--- src/hdl/cfsc_pkg.sv ---
// ----------------------------------------------------------------------------
// cfsc_pkg
// Shared types, constants and helpers for the signature classifier.
// ----------------------------------------------------------------------------
package cfsc_pkg;

  localparam int WindowBytes = 4096;
  localparam int HeadBytes   = 13;
  localparam int CountW      = 13;
  localparam int HeadIdxW    = $clog2(HeadBytes);
  localparam int CodeW       = 4;
  localparam int OutTdataW   = 24;
  localparam int OutPadW     = OutTdataW - CodeW - CountW;

  // "shar" as it sits in a 32-bit window, oldest byte highest
  localparam logic [31:0] SharWord     = 32'h7368_6172;
  localparam logic [7:0]  LzmaPropsMax = 8'd224;
  localparam logic [31:0] LzmaDictMin  = 32'h0000_1000;
  localparam logic [31:0] LzmaDictMax  = 32'h0800_0000;

  typedef logic [2:0] uu_state_t;
  localparam uu_state_t UuSkip = 3'd0;
  localparam uu_state_t UuDone = 3'd6;
  localparam uu_state_t UuFail = 3'd7;

  typedef enum logic [CodeW-1:0] {
    FMT_NONE  = 4'd0,
    FMT_GZIP  = 4'd1,
    FMT_BZIP2 = 4'd2,
    FMT_XZ    = 4'd3,
    FMT_LZIP  = 4'd4,
    FMT_LZ4   = 4'd5,
    FMT_LZMA  = 4'd6,
    FMT_LZOP  = 4'd7,
    FMT_SHAR  = 4'd8,
    FMT_UUENC = 4'd9,
    FMT_AR    = 4'd10,
    FMT_CPIO  = 4'd11
  } fmt_t;

  typedef logic [HeadBytes-1:0][7:0] head_t;

  typedef struct packed {
    logic [CountW-1:0] count;
    head_t             head;
    logic [23:0]       recent;
    logic              shar_seen;
    uu_state_t         uu_state;
  } scan_t;

  function automatic logic is_space(input logic [7:0] b);
    return (b == 8'h20) || (b == 8'h09) || (b == 8'h0a) || (b == 8'h0d);
  endfunction

  // expected character of "begin " at each matched position
  function automatic logic [7:0] uu_char(input uu_state_t idx);
    logic [7:0] c;
    case (idx)
      3'd0: c = 8'h62;
      3'd1: c = 8'h65;
      3'd2: c = 8'h67;
      3'd3: c = 8'h69;
      3'd4: c = 8'h6e;
      3'd5: c = 8'h20;
      default: c = 8'h00;
    endcase
    return c;
  endfunction

endpackage

--- src/hdl/cfsc_match.sv ---
// ----------------------------------------------------------------------------
// cfsc_match
// Priority classifier over the scan state of one file head.
// ----------------------------------------------------------------------------
module cfsc_match import cfsc_pkg::*; (
  input  scan_t            snap,
  output logic [CodeW-1:0] format_code
);

  head_t             h;
  logic [CountW-1:0] n;
  logic [31:0]       dict;
  logic              is_gzip, is_bzh, is_xz, is_lzip, is_lz4, is_lzma;
  logic              is_lzop, is_shar, is_uu, is_ar, is_cpio;

  assign h    = snap.head;
  assign n    = snap.count;
  assign dict = {h[4], h[3], h[2], h[1]};

  assign is_gzip  = (n >= CountW'(2)) && h[0] == 8'h1f && h[1] == 8'h8b;
  assign is_bzh   = (n >= CountW'(3)) && h[0] == 8'h42 && h[1] == 8'h5a && h[2] == 8'h68;
  assign is_xz    = (n >= CountW'(6)) && h[0] == 8'hfd && h[1] == 8'h37 && h[2] == 8'h7a
                    && h[3] == 8'h58 && h[4] == 8'h5a && h[5] == 8'h00;
  assign is_lzip  = (n >= CountW'(4)) && h[0] == 8'h4c && h[1] == 8'h5a && h[2] == 8'h49
                    && h[3] == 8'h50;
  assign is_lz4   = (n >= CountW'(4)) && h[0] == 8'h04 && h[1] == 8'h22 && h[2] == 8'h4d
                    && h[3] == 8'h18;
  assign is_lzma  = (n >= CountW'(13)) && h[0] <= LzmaPropsMax
                    && dict >= LzmaDictMin && dict <= LzmaDictMax;
  assign is_lzop  = (n >= CountW'(9)) && h[0] == 8'h89 && h[1] == 8'h4c && h[2] == 8'h5a
                    && h[3] == 8'h4f && h[4] == 8'h00 && h[5] == 8'h0d && h[6] == 8'h0a
                    && h[7] == 8'h1a && h[8] == 8'h0a;
  assign is_shar  = (n >= CountW'(10)) && h[0] == 8'h23 && h[1] == 8'h21 && snap.shar_seen;
  assign is_uu    = (snap.uu_state == UuDone);
  assign is_ar    = (n >= CountW'(8)) && h[0] == 8'h21 && h[1] == 8'h3c && h[2] == 8'h61
                    && h[3] == 8'h72 && h[4] == 8'h63 && h[5] == 8'h68 && h[6] == 8'h3e
                    && h[7] == 8'h0a;
  assign is_cpio  = (n >= CountW'(6)) && h[0] == 8'h30 && h[1] == 8'h37 && h[2] == 8'h30
                    && h[3] == 8'h37 && h[4] == 8'h30 && h[5] == 8'h31;

  always_comb begin
    if (is_gzip)       format_code = FMT_GZIP;
    else if (is_bzh)   format_code = FMT_BZIP2;
    else if (is_xz)    format_code = FMT_XZ;
    else if (is_lzip)  format_code = FMT_LZIP;
    else if (is_lz4)   format_code = FMT_LZ4;
    else if (is_lzma)  format_code = FMT_LZMA;
    else if (is_lzop)  format_code = FMT_LZOP;
    else if (is_shar)  format_code = FMT_SHAR;
    else if (is_uu)    format_code = FMT_UUENC;
    else if (is_ar)    format_code = FMT_AR;
    else if (is_cpio)  format_code = FMT_CPIO;
    else               format_code = FMT_NONE;
  end

endmodule

--- src/hdl/compressed_format_signature_classifier_core.sv ---
// ----------------------------------------------------------------------------
// compressed_format_signature_classifier_core
// Names the archive/compression format of a file head streamed one byte
// per request; one result request per end-of-file marker.
// ----------------------------------------------------------------------------
//
// Channel | Dir | Fields (tdata/tuser/tlast)
// --------+-----+-----------------------------------------------------------
// s_*     | in  | tdata[7:0] data_byte, tuser byte_present, tlast end_of_file
// m_*     | out | tdata[3:0] format_code, tdata[16:4] bytes_examined
//
// One input request per cycle while no end-of-file request stalls. A request
// is held in the input register; the scan state update and the classifier
// form a single combinational pass into the scan and result registers, so a
// result reaches m_tvalid from the input register through the result register.
// rst (synchronous) empties both registers and clears the scan state.
// Only a request carrying end_of_file waits on a full, stalled result
// register; bytes keep streaming while a result waits to be taken.
// ----------------------------------------------------------------------------
module compressed_format_signature_classifier_core import cfsc_pkg::*; (
  input  logic                 clk,
  input  logic                 rst,
  input  logic                 s_tvalid,
  output logic                 s_tready,
  input  logic [7:0]           s_tdata,   // [7:0] data_byte
  input  logic                 s_tuser,   // byte_present
  input  logic                 s_tlast,   // end_of_file
  output logic                 m_tvalid,
  input  logic                 m_tready,
  output logic [OutTdataW-1:0] m_tdata    // [3:0] format_code, [16:4] bytes_examined
);

  // input register
  logic       in_valid;
  logic [7:0] in_byte;
  logic       in_present;
  logic       in_eof;

  // scan state and result register
  scan_t             scan;
  scan_t             snap;       // state with the current byte taken in
  scan_t             scan_next;
  logic              out_valid;
  logic [CodeW-1:0]  out_code;
  logic [CountW-1:0] out_count;
  logic [CodeW-1:0]  code;

  logic        take;
  logic        advance;
  logic [31:0] last4;

  // an end marker needs room in the result register; plain bytes never wait
  assign advance  = in_valid && (!in_eof || !out_valid || m_tready);
  assign s_tready = !in_valid || advance;

  assign take  = in_valid && in_present && (scan.count < CountW'(WindowBytes));
  assign last4 = {scan.recent, in_byte};

  // take the byte into the scan state
  always_comb begin
    snap = scan;
    if (take) begin
      if (scan.count < CountW'(HeadBytes)) begin
        snap.head[scan.count[HeadIdxW-1:0]] = in_byte;
      end
      if (scan.count >= CountW'(3) && last4 == SharWord) begin
        snap.shar_seen = 1'b1;
      end
      snap.recent = last4[23:0];
      // "begin " after any leading whitespace
      if (scan.uu_state == UuSkip) begin
        if (!is_space(in_byte)) begin
          snap.uu_state = (in_byte == uu_char(UuSkip)) ? 3'd1 : UuFail;
        end
      end else if (scan.uu_state < UuDone) begin
        snap.uu_state = (in_byte == uu_char(scan.uu_state)) ? scan.uu_state + 3'd1 : UuFail;
      end
      snap.count = scan.count + CountW'(1);
    end
  end

  cfsc_match u_match (
    .snap        (snap),
    .format_code (code)
  );

  // after a result the scan starts over; head bytes are simply overwritten
  always_comb begin
    scan_next = scan;
    if (advance) begin
      scan_next = snap;
      if (in_eof) begin
        scan_next.count     = '0;
        scan_next.recent    = '0;
        scan_next.shar_seen = 1'b0;
        scan_next.uu_state  = UuSkip;
      end
    end
  end

  always_ff @(posedge clk) begin
    if (rst) begin
      in_valid <= 1'b0;
    end else if (s_tready) begin
      in_valid <= s_tvalid;
    end
    if (s_tready) begin
      in_byte    <= s_tdata;
      in_present <= s_tuser;
      in_eof     <= s_tlast;
    end
  end

  always_ff @(posedge clk) begin
    scan.head <= scan_next.head;
    if (rst) begin
      scan.count     <= '0;
      scan.recent    <= '0;
      scan.shar_seen <= 1'b0;
      scan.uu_state  <= UuSkip;
    end else begin
      scan.count     <= scan_next.count;
      scan.recent    <= scan_next.recent;
      scan.shar_seen <= scan_next.shar_seen;
      scan.uu_state  <= scan_next.uu_state;
    end
  end

  always_ff @(posedge clk) begin
    if (rst) begin
      out_valid <= 1'b0;
    end else if (advance && in_eof) begin
      out_valid <= 1'b1;
    end else if (m_tready) begin
      out_valid <= 1'b0;
    end
    if (advance && in_eof) begin
      out_code  <= code;
      out_count <= snap.count;
    end
  end

  assign m_tvalid = out_valid;
  assign m_tdata  = {{OutPadW{1'b0}}, out_count, out_code};

endmodule

--- config.mk ---
export PLATFORM = sky130hd
export DESIGN_NAME = compressed_format_signature_classifier_core
export DESIGN_NICKNAME = d
export VERILOG_FILES = /design/src/hdl/cfsc_pkg.sv /design/src/hdl/cfsc_match.sv /design/src/hdl/compressed_format_signature_classifier_core.sv
export SDC_FILE = /design/constraint.sdc
export NUM_CORES = 1
export LEC_CHECK = 0
export BUFFER_PORTS_ARGS = -buffer_cell sky130_fd_sc_hd__buf_2
export CORE_MARGIN = 2
export CORE_UTILIZATION = 45
export DETAILED_ROUTE_END_ITERATION = 6
export HOLD_SLACK_MARGIN = 0.06
export MAX_ROUTING_LAYER = met4
export PLACE_DENSITY = 0.64
export SYNTH_ARGS = -nofsm -noshare
export SYNTH_HDL_FRONTEND = slang
export SYNTH_SLANG_ARGS = --single-unit
--- constraint.sdc ---
create_clock -name clk -period 10 [get_ports clk]
set_input_delay 1.5 -clock clk [delete_from_list [all_inputs] [get_ports clk]]
set_output_delay 1.5 -clock clk [all_outputs]
set_load 0.01 [all_outputs]
==> impl_metrics.csv, run 1 <==
group,metric,value,unit
worst_setup_path,start_kind,"register",
layout,syn_to_final_growth,8.71,%
worst_setup_path,cp-startpoint,"scan[144]",
route,antenna_left,0,
synthesis,syn_inst,899,
pwr,switching_share,25.5,%
synthesis,synth_ff_type,"edfxtp_1",
synthesis,synthSimpleGateAreaFrac,25.1,%
die,placementRows,50,
pwr,ir_drop,108,uV
layout,seqCellArea,3830,sq um
synthesis,synth.top_cell.area_share,34.6,%
sta,skew,0.00969,ns
synthesis,synth_top_cell_by_area,"edfxtp_1",
layout,n_antenna_cell,0,
die,dieArea,20200,sq um
layout,stdcell_count,1146,
layout,multi_input_area,4320,sq um
pwr,powerDensity,141,nW/um^2
die,fp.coreArea,18700,sq um
synthesis,synth_top_family_by_area,"simple AND/OR/NAND/NOR gates",
worst_setup_path,critPathArrivalTime,4.75,ns
place,placement.io_buffers,32,
synthesis,ys_warn_count,0,
sta,fin_tns_setup,0,ns
worst_hold_path,hp-start,"last4[27]",
layout,nFillCells,1759,
clock_network,cts_made_buffers,17,
pwr,intPower,0.983,mW
synthesis,synth.mux.area_fraction,7.28,%
route,post_drt_wl_per_cell,23.0,um
pwr,seq_power_share,49.3,%
route,drt_iter0_markers,647,
synthesis,synth.distinct_cells,89,
pwr,pwr-share-comb,6.7,%
clock_network,cts_hold_buf,0,
clock_network,cts_setup_buffers,0,
worst_setup_path,crit_required,10.18,ns
pwr,clockPowerShare,44.0,%
worst_setup_path,end_kind,"register",
synthesis,synth_xor_area_share,1.73,%
die,chipHeight,142,um
worst_setup_path,critPathKind,"reg -> reg",
synthesis,synth_enable_flop_cells,99,
clock_network,cts_tree,"done",
route,remaining_drc_errors,0,
flow_run,drv_cap,0,
sta,finalCritPeriodShare,45.7,%
grt,grt_pass1_vias,6771,
sta,max-slew-margin-rel,25.6,%
sta,fmax,219,MHz
pwr,power.total,1.32,mW
clock_network,cts_max_path_buffers,2,
place,dp_hpwl,18.2,mm
pwr,cellLeakagePower,3.30,nW
outcome,outcome,"finished clean",
synthesis,syn_area,8590,sq um
worst_setup_path,critPathMaxFanout,18,
route,num_vias,7276,
layout,final_core_util,49.9,%
worst_setup_path,r2r_start,"scan[144]",
sta,setup_viol,0,
grt,grt_pass1_wl,40.3,mm
clock_network,ctsRootBufferMaster,"clkbuf_16",
grt,grt_max_degree,78,
synthesis,synth_seq_area_share,44.6,%
die,start_util,45.9,%
worst_hold_path,hp-class,"reg -> reg",
die,die_w,142,um
synthesis,async_flop_share,0,%
grt,antenna_found_initial,0,
synthesis,syn_area_per_cell,9.56,sq um
grt,grt_overflow,0,
synthesis,ys_top_cells_by_area,"edfxtp_1 35%, dfxtp_1 10%, mux2_2 4.8%, nand2_1 4.1%, nor2_1 3.5%",
pwr,switchingPower,0.337,mW
place,gp_congestion,0.955,
clock_network,clock-sinks,142,
layout,drive_above_1_share,15.7,%
clock_network,path_clk_slew,0.06,ns
clock_network,clock_latency,0.43,ns
route,viasPerCell,6.35,
route,drt-total-wl,26.3,mm
sta,rsz0062_at_grt,"no",
clock_network,htree_levels,4,
die,num_io_pins,40,
synthesis,synth_compound_area_share,14.3,%
layout,final_nets,923,
sta,period_minus_slack,4.57,ns
synthesis,ys_ff_latch,142,
sta,maxSlewViolCount,0,
sta,hold_viol_final,0,
synthesis,synth_fa_ha_area_share,1.46,%
grt,grt_usage,27.2,%
clock_network,cts-resized-gates,0,
route,firstDrtPassIters,6,
place,placedCellCount,1114,
sta,worst_slew_pin_slew,1.12,ns
layout by cell type (no fill, tap or decap), types with 5 or more instances in the layout:
cell	synthesis	final
or3_1	9	9
nand3_1	28	28
inv_1	30	29
xor2_1	9	9
a31oi_1	11	11
buf_2	8	32
nor4_1	19	19
edfxtp_1	99	99
or4_1	9	9
mux2_2	37	37
nor4bb_1	5	5
nor2_1	80	80
o21ai_0	40	40
clkbuf_16	0	17
mux2i_1	18	18
and2_1	5	5
xnor2_1	8	8
a21oi_1	34	33
ha_1	10	10
nor2b_1	8	8
nand4b_1	8	8
nor3_1	25	25
and3_1	11	11
nand4_1	21	21
conb_1	1	7
o211ai_1	6	6
nand2b_1	7	7
buf_4	7	13
a22oi_1	34	34
nand2_1	95	95
nor4b_1	12	12
nand3b_1	10	10
dfxtp_1	43	43
path summary, 6_finish.rpt:
kind	to	slack [ns]	cells past startpoint
worst max-delay path	out_code[3]	5.43	9
worst min-delay path	last4[27]	0.50	2
worst max register to register	out_code[3]	5.43	9
worst min register to register	last4[27]	0.50	2
state kept, by name, summed over array words and instances, names as in the netlist:
name	cells
out_code	4
in_valid	1
out_count	13
m_tvalid	1
in_present	1
last4	24
scan	89
in_byte	8
in_eof	1
worst max-delay path, cell delays in order (launching register included):
cell	delay (ns)
dfxtp_1	0.42
and3b_1	0.69
nand4_1	0.67
or3_1	0.57
a21o_1	0.21
nor4b_1	0.58
o221ai_1	0.26
nor4bb_1	0.63
or3_1	0.24
nor3_1	0.05
per-layer routing:
layer | global-route usage [%] | up-vias | routed length, um
li1 | - | 3369 | -
met1 | 37.1 | 3499 | 11800
met2 | 39.5 | 345 | 11600
met3 | 6.33 | 63 | 1960
met4 | 10.2 | 0 | 906
met5 | - | - | 0
power by group through the flow:
stage / Clock, mW / Sequential [mW] / Combinational [mW]
finish: 0.581 / 0.651 / 0.0891
global placement: 0 / 0.663 / 0.0874
global route: 0.614 / 0.652 / 0.0954
floorplan: 0 / 0.660 / 0.0602
CTS: 0.589 / 0.651 / 0.0873
detailed placement: 0 / 0.663 / 0.0876
cells by family (layout without fill, tap and decap cells):
| kind of cell | Yosys count | after routing |
|---|---|---|
| and+or+nand+nor | 389 | 389 |
| AOI/OAI and AO/OA | 182 | 182 |
| DFF | 142 | 142 |
| buffers and inverters | 101 | 108 |
| muxes | 57 | 57 |
| xor gates and xnor gates | 17 | 17 |
| adders and majority gates | 10 | 10 |
| other | 1 | 7 |
synth_stat cells, types with 12 or more instances:
cell type,instances
edfxtp_1,99
dfxtp_1,43
nand2_1,95
a22oi_1,34
mux2i_1,18
clkbuf_1,45
nand3_1,28
nor4b_1,12
a21oi_1,34
nor4_1,19
mux2_2,37
nand4_1,21
inv_1,30
nor3_1,25
nor2_1,80
o21ai_0,40
area by class of cell:
| type | instances | share of cell area [%] |
|---|---|---|
| Inverter | 31 | 1.25 |
| Tap cell | 234 | 3.13 |
| Timing Repair Buffer | 45 | 2.76 |
| Clock buffer | 20 | 4.69 |
| Sequential cell | 142 | 41.0 |
| Multi-Input combinational cell | 662 | 46.2 |
| Clock inverter | 12 | 0.911 |
through the flow:
stage | hold WS [ns] | cell area [sq um] | setup WS [ns]
4_1_cts | 0.498 | 9340 | 5.57
2_1_floorplan | 0.459 | 8620 | 6.12
6_report | 0.501 | 9340 | 5.43
3_5_place_dp | 0.479 | 8820 | 5.66
5_1_grt | 0.519 | 9340 | 5.25
3_3_place_gp | 0.475 | 8820 | 5.72
No activity file was read; power rests on OpenSTA's default activity.
==> run 2: changes to the inputs <==
PLACE_DENSITY = 0.67   (was 0.64)
clock period = 3.9 ns   (was 10 ns; I/O delays follow)
==> run 2 against run 1 <==
  * Utilization increased by 2.4 points
  * Clock skew up 0.0092 ns
  * Global-route usage grew 0.82 points
  * Critical endpoint is now out_code[1]
  * Largest cell class unchanged
  * Highest routed layer unchanged
==> impl_metrics.csv, run 2 (synthesized netlist as in run 1, its figures left out) <==
group,metric,value,unit
die,placementRows,50,
die,die_w,142,um
layout,mostFrequentLayoutCells,"99 x edfxtp_1, 95 x nand2_1, 80 x nor2_1",
grt,grt_overflow,0,
grt,grt_max_degree,55,
die,num_io_pins,40,
clock_network,cts-resized-gates,0,
place,placed_area,9200,sq um
route,post_drt_wl_per_cell,22.8,um
clock_network,cts_hold_buf,0,
worst_setup_path,critPathMaxFanout,8,
worst_setup_path,crit_required,4.17,ns
sta,skew,0.0189,ns
place,gp_congestion,1.03,
die,start_util,45.9,%
pwr,cellLeakagePower,3.56,nW
die,dieArea,20200,sq um
grt,antenna_found_initial,0,
route,drt-total-wl,27.1,mm
pwr,intPower,2.63,mW
worst_setup_path,start_kind,"register",
layout,final_common_cell,"edfxtp_1",
layout,n_antenna_cell,0,
layout,postLayoutCellArea,9800,sq um
pwr,switchingPower,0.876,mW
worst_setup_path,critPathArrivalTime,4.02,ns
clock_network,path_clk_slew,0.06,ns
route,drt_iter0_markers,822,
sta,rsz0062_at_grt,"no",
place,dp_hpwl,19.5,mm
sta,fin_tns_setup,0,ns
clock_network,clock-sinks,142,
layout,final_nets,967,
worst_hold_path,hp-class,"in -> reg",
place,placement.io_buffers,32,
clock_network,ctsRootBufferMaster,"clkbuf_16",
sta,maxSlewViolCount,0,
outcome,outcome,"finished clean",
clock_network,cts_made_buffers,17,
pwr,ir_drop,299,uV
clock_network,clock_latency,0.43,ns
route,num_vias,7484,
pwr,power.total,3.51,mW
layout,top_register,"scan",
worst_hold_path,whs_path_depth,1,
sta,setup_viol,0,
clock_network,htree_levels,4,
grt,grt_pass1_wl,41.5,mm
layout,largest_reg_flops,89,
sta,max-slew-margin-rel,37.5,%
pwr,clockPowerShare,45.3,%
pwr,switching_share,25.0,%
route,antenna_left,0,
worst_setup_path,ff2ff_path_depth,12,
route,remaining_drc_errors,0,
flow_run,drv_cap,0,
route,viasPerCell,6.29,
sta,fmax,267,MHz
pwr,pwr-share-comb,7.0,%
sta,hold_viol_final,0,
worst_setup_path,critPathKind,"reg -> reg",
grt,grt_usage,28.1,%
die,chipHeight,142,um
worst_setup_path,end_kind,"register",
die,fp.coreArea,18700,sq um
route,firstDrtPassIters,6,
layout,drive_above_1_share,20.1,%
pwr,seq_power_share,47.7,%
sta,finalCritPeriodShare,96.1,%
sta,period_minus_slack,3.75,ns
clock_network,cts_tree,"done",
grt,grt_pass1_vias,7090,
clock_network,cts_max_path_buffers,2,
sta,worst_slew_pin_slew,0.934,ns
clock_network,cts_setup_buffers,0,
layout,syn_to_final_growth,14.0,%
pwr,powerDensity,358,nW/um^2
layout,final_core_util,52.4,%
sta,fin_hold_ws,0.328,ns
-- run 2: through the flow --
step	cells	setup slack, ns
2_1_floorplan	905	0.584
4_1_cts	1190	0.217
5_1_grt	1190	0.0123
3_3_place_gp	1158	0.313
3_5_place_dp	1158	0.295
6_report	1190	0.151
-- run 2: worst max-delay path, stage by stage, from the launching register on --
cell and delay, ns:
dfxtp_1 0.48, ha_1 0.22, nor4bb_1 0.37, nand4_1 0.28, mux2_2 0.39, a21o_1 0.22
nor4b_1 0.42, buf_4 0.19, o221ai_1 0.13, or3_1 0.46, a21oi_1 0.18, o21bai_1 0.11
a21oi_2 0.13
-- run 2: path summary, 6_finish.rpt --
path	start	end	slack [ns]
max	scan[132]	out_code[1]	0.15
min	s_tdata[0]	in_byte[0]	0.33
max reg2reg	scan[132]	out_code[1]	0.15
min reg2reg	last4[31]	last4[31]	0.49
-- run 2: cell type report --
type                            count  area, sq um
Multi-Input combinational cell    662         4340
Fill cell                        1696         8910
Inverter                           31          116
Tap cell                          234          293
Clock buffer                       20          489
Sequential cell                   142         3830
Clock inverter                     12         92.6
Timing Repair Buffer               89          638
-- run 2: power by group through the flow --
stage	clock [mW]	combinational [mW]	sequential [mW]
after global routing	1.68	0.262	1.68
after floorplan	0	0.154	1.69
after global placement	0	0.238	1.70
after detailed placement	0	0.237	1.71
after CTS	1.62	0.238	1.67
final	1.59	0.245	1.67
-- run 2: per-layer routing --
metal | global-route usage, % | up-vias | share of wire, %
met5 | - | - | 0
met4 | 11.1 | 0 | 3.3
met3 | 6.76 | 78 | 8.0
met2 | 42.1 | 359 | 45
met1 | 36.7 | 3580 | 44
li1 | - | 3467 | -
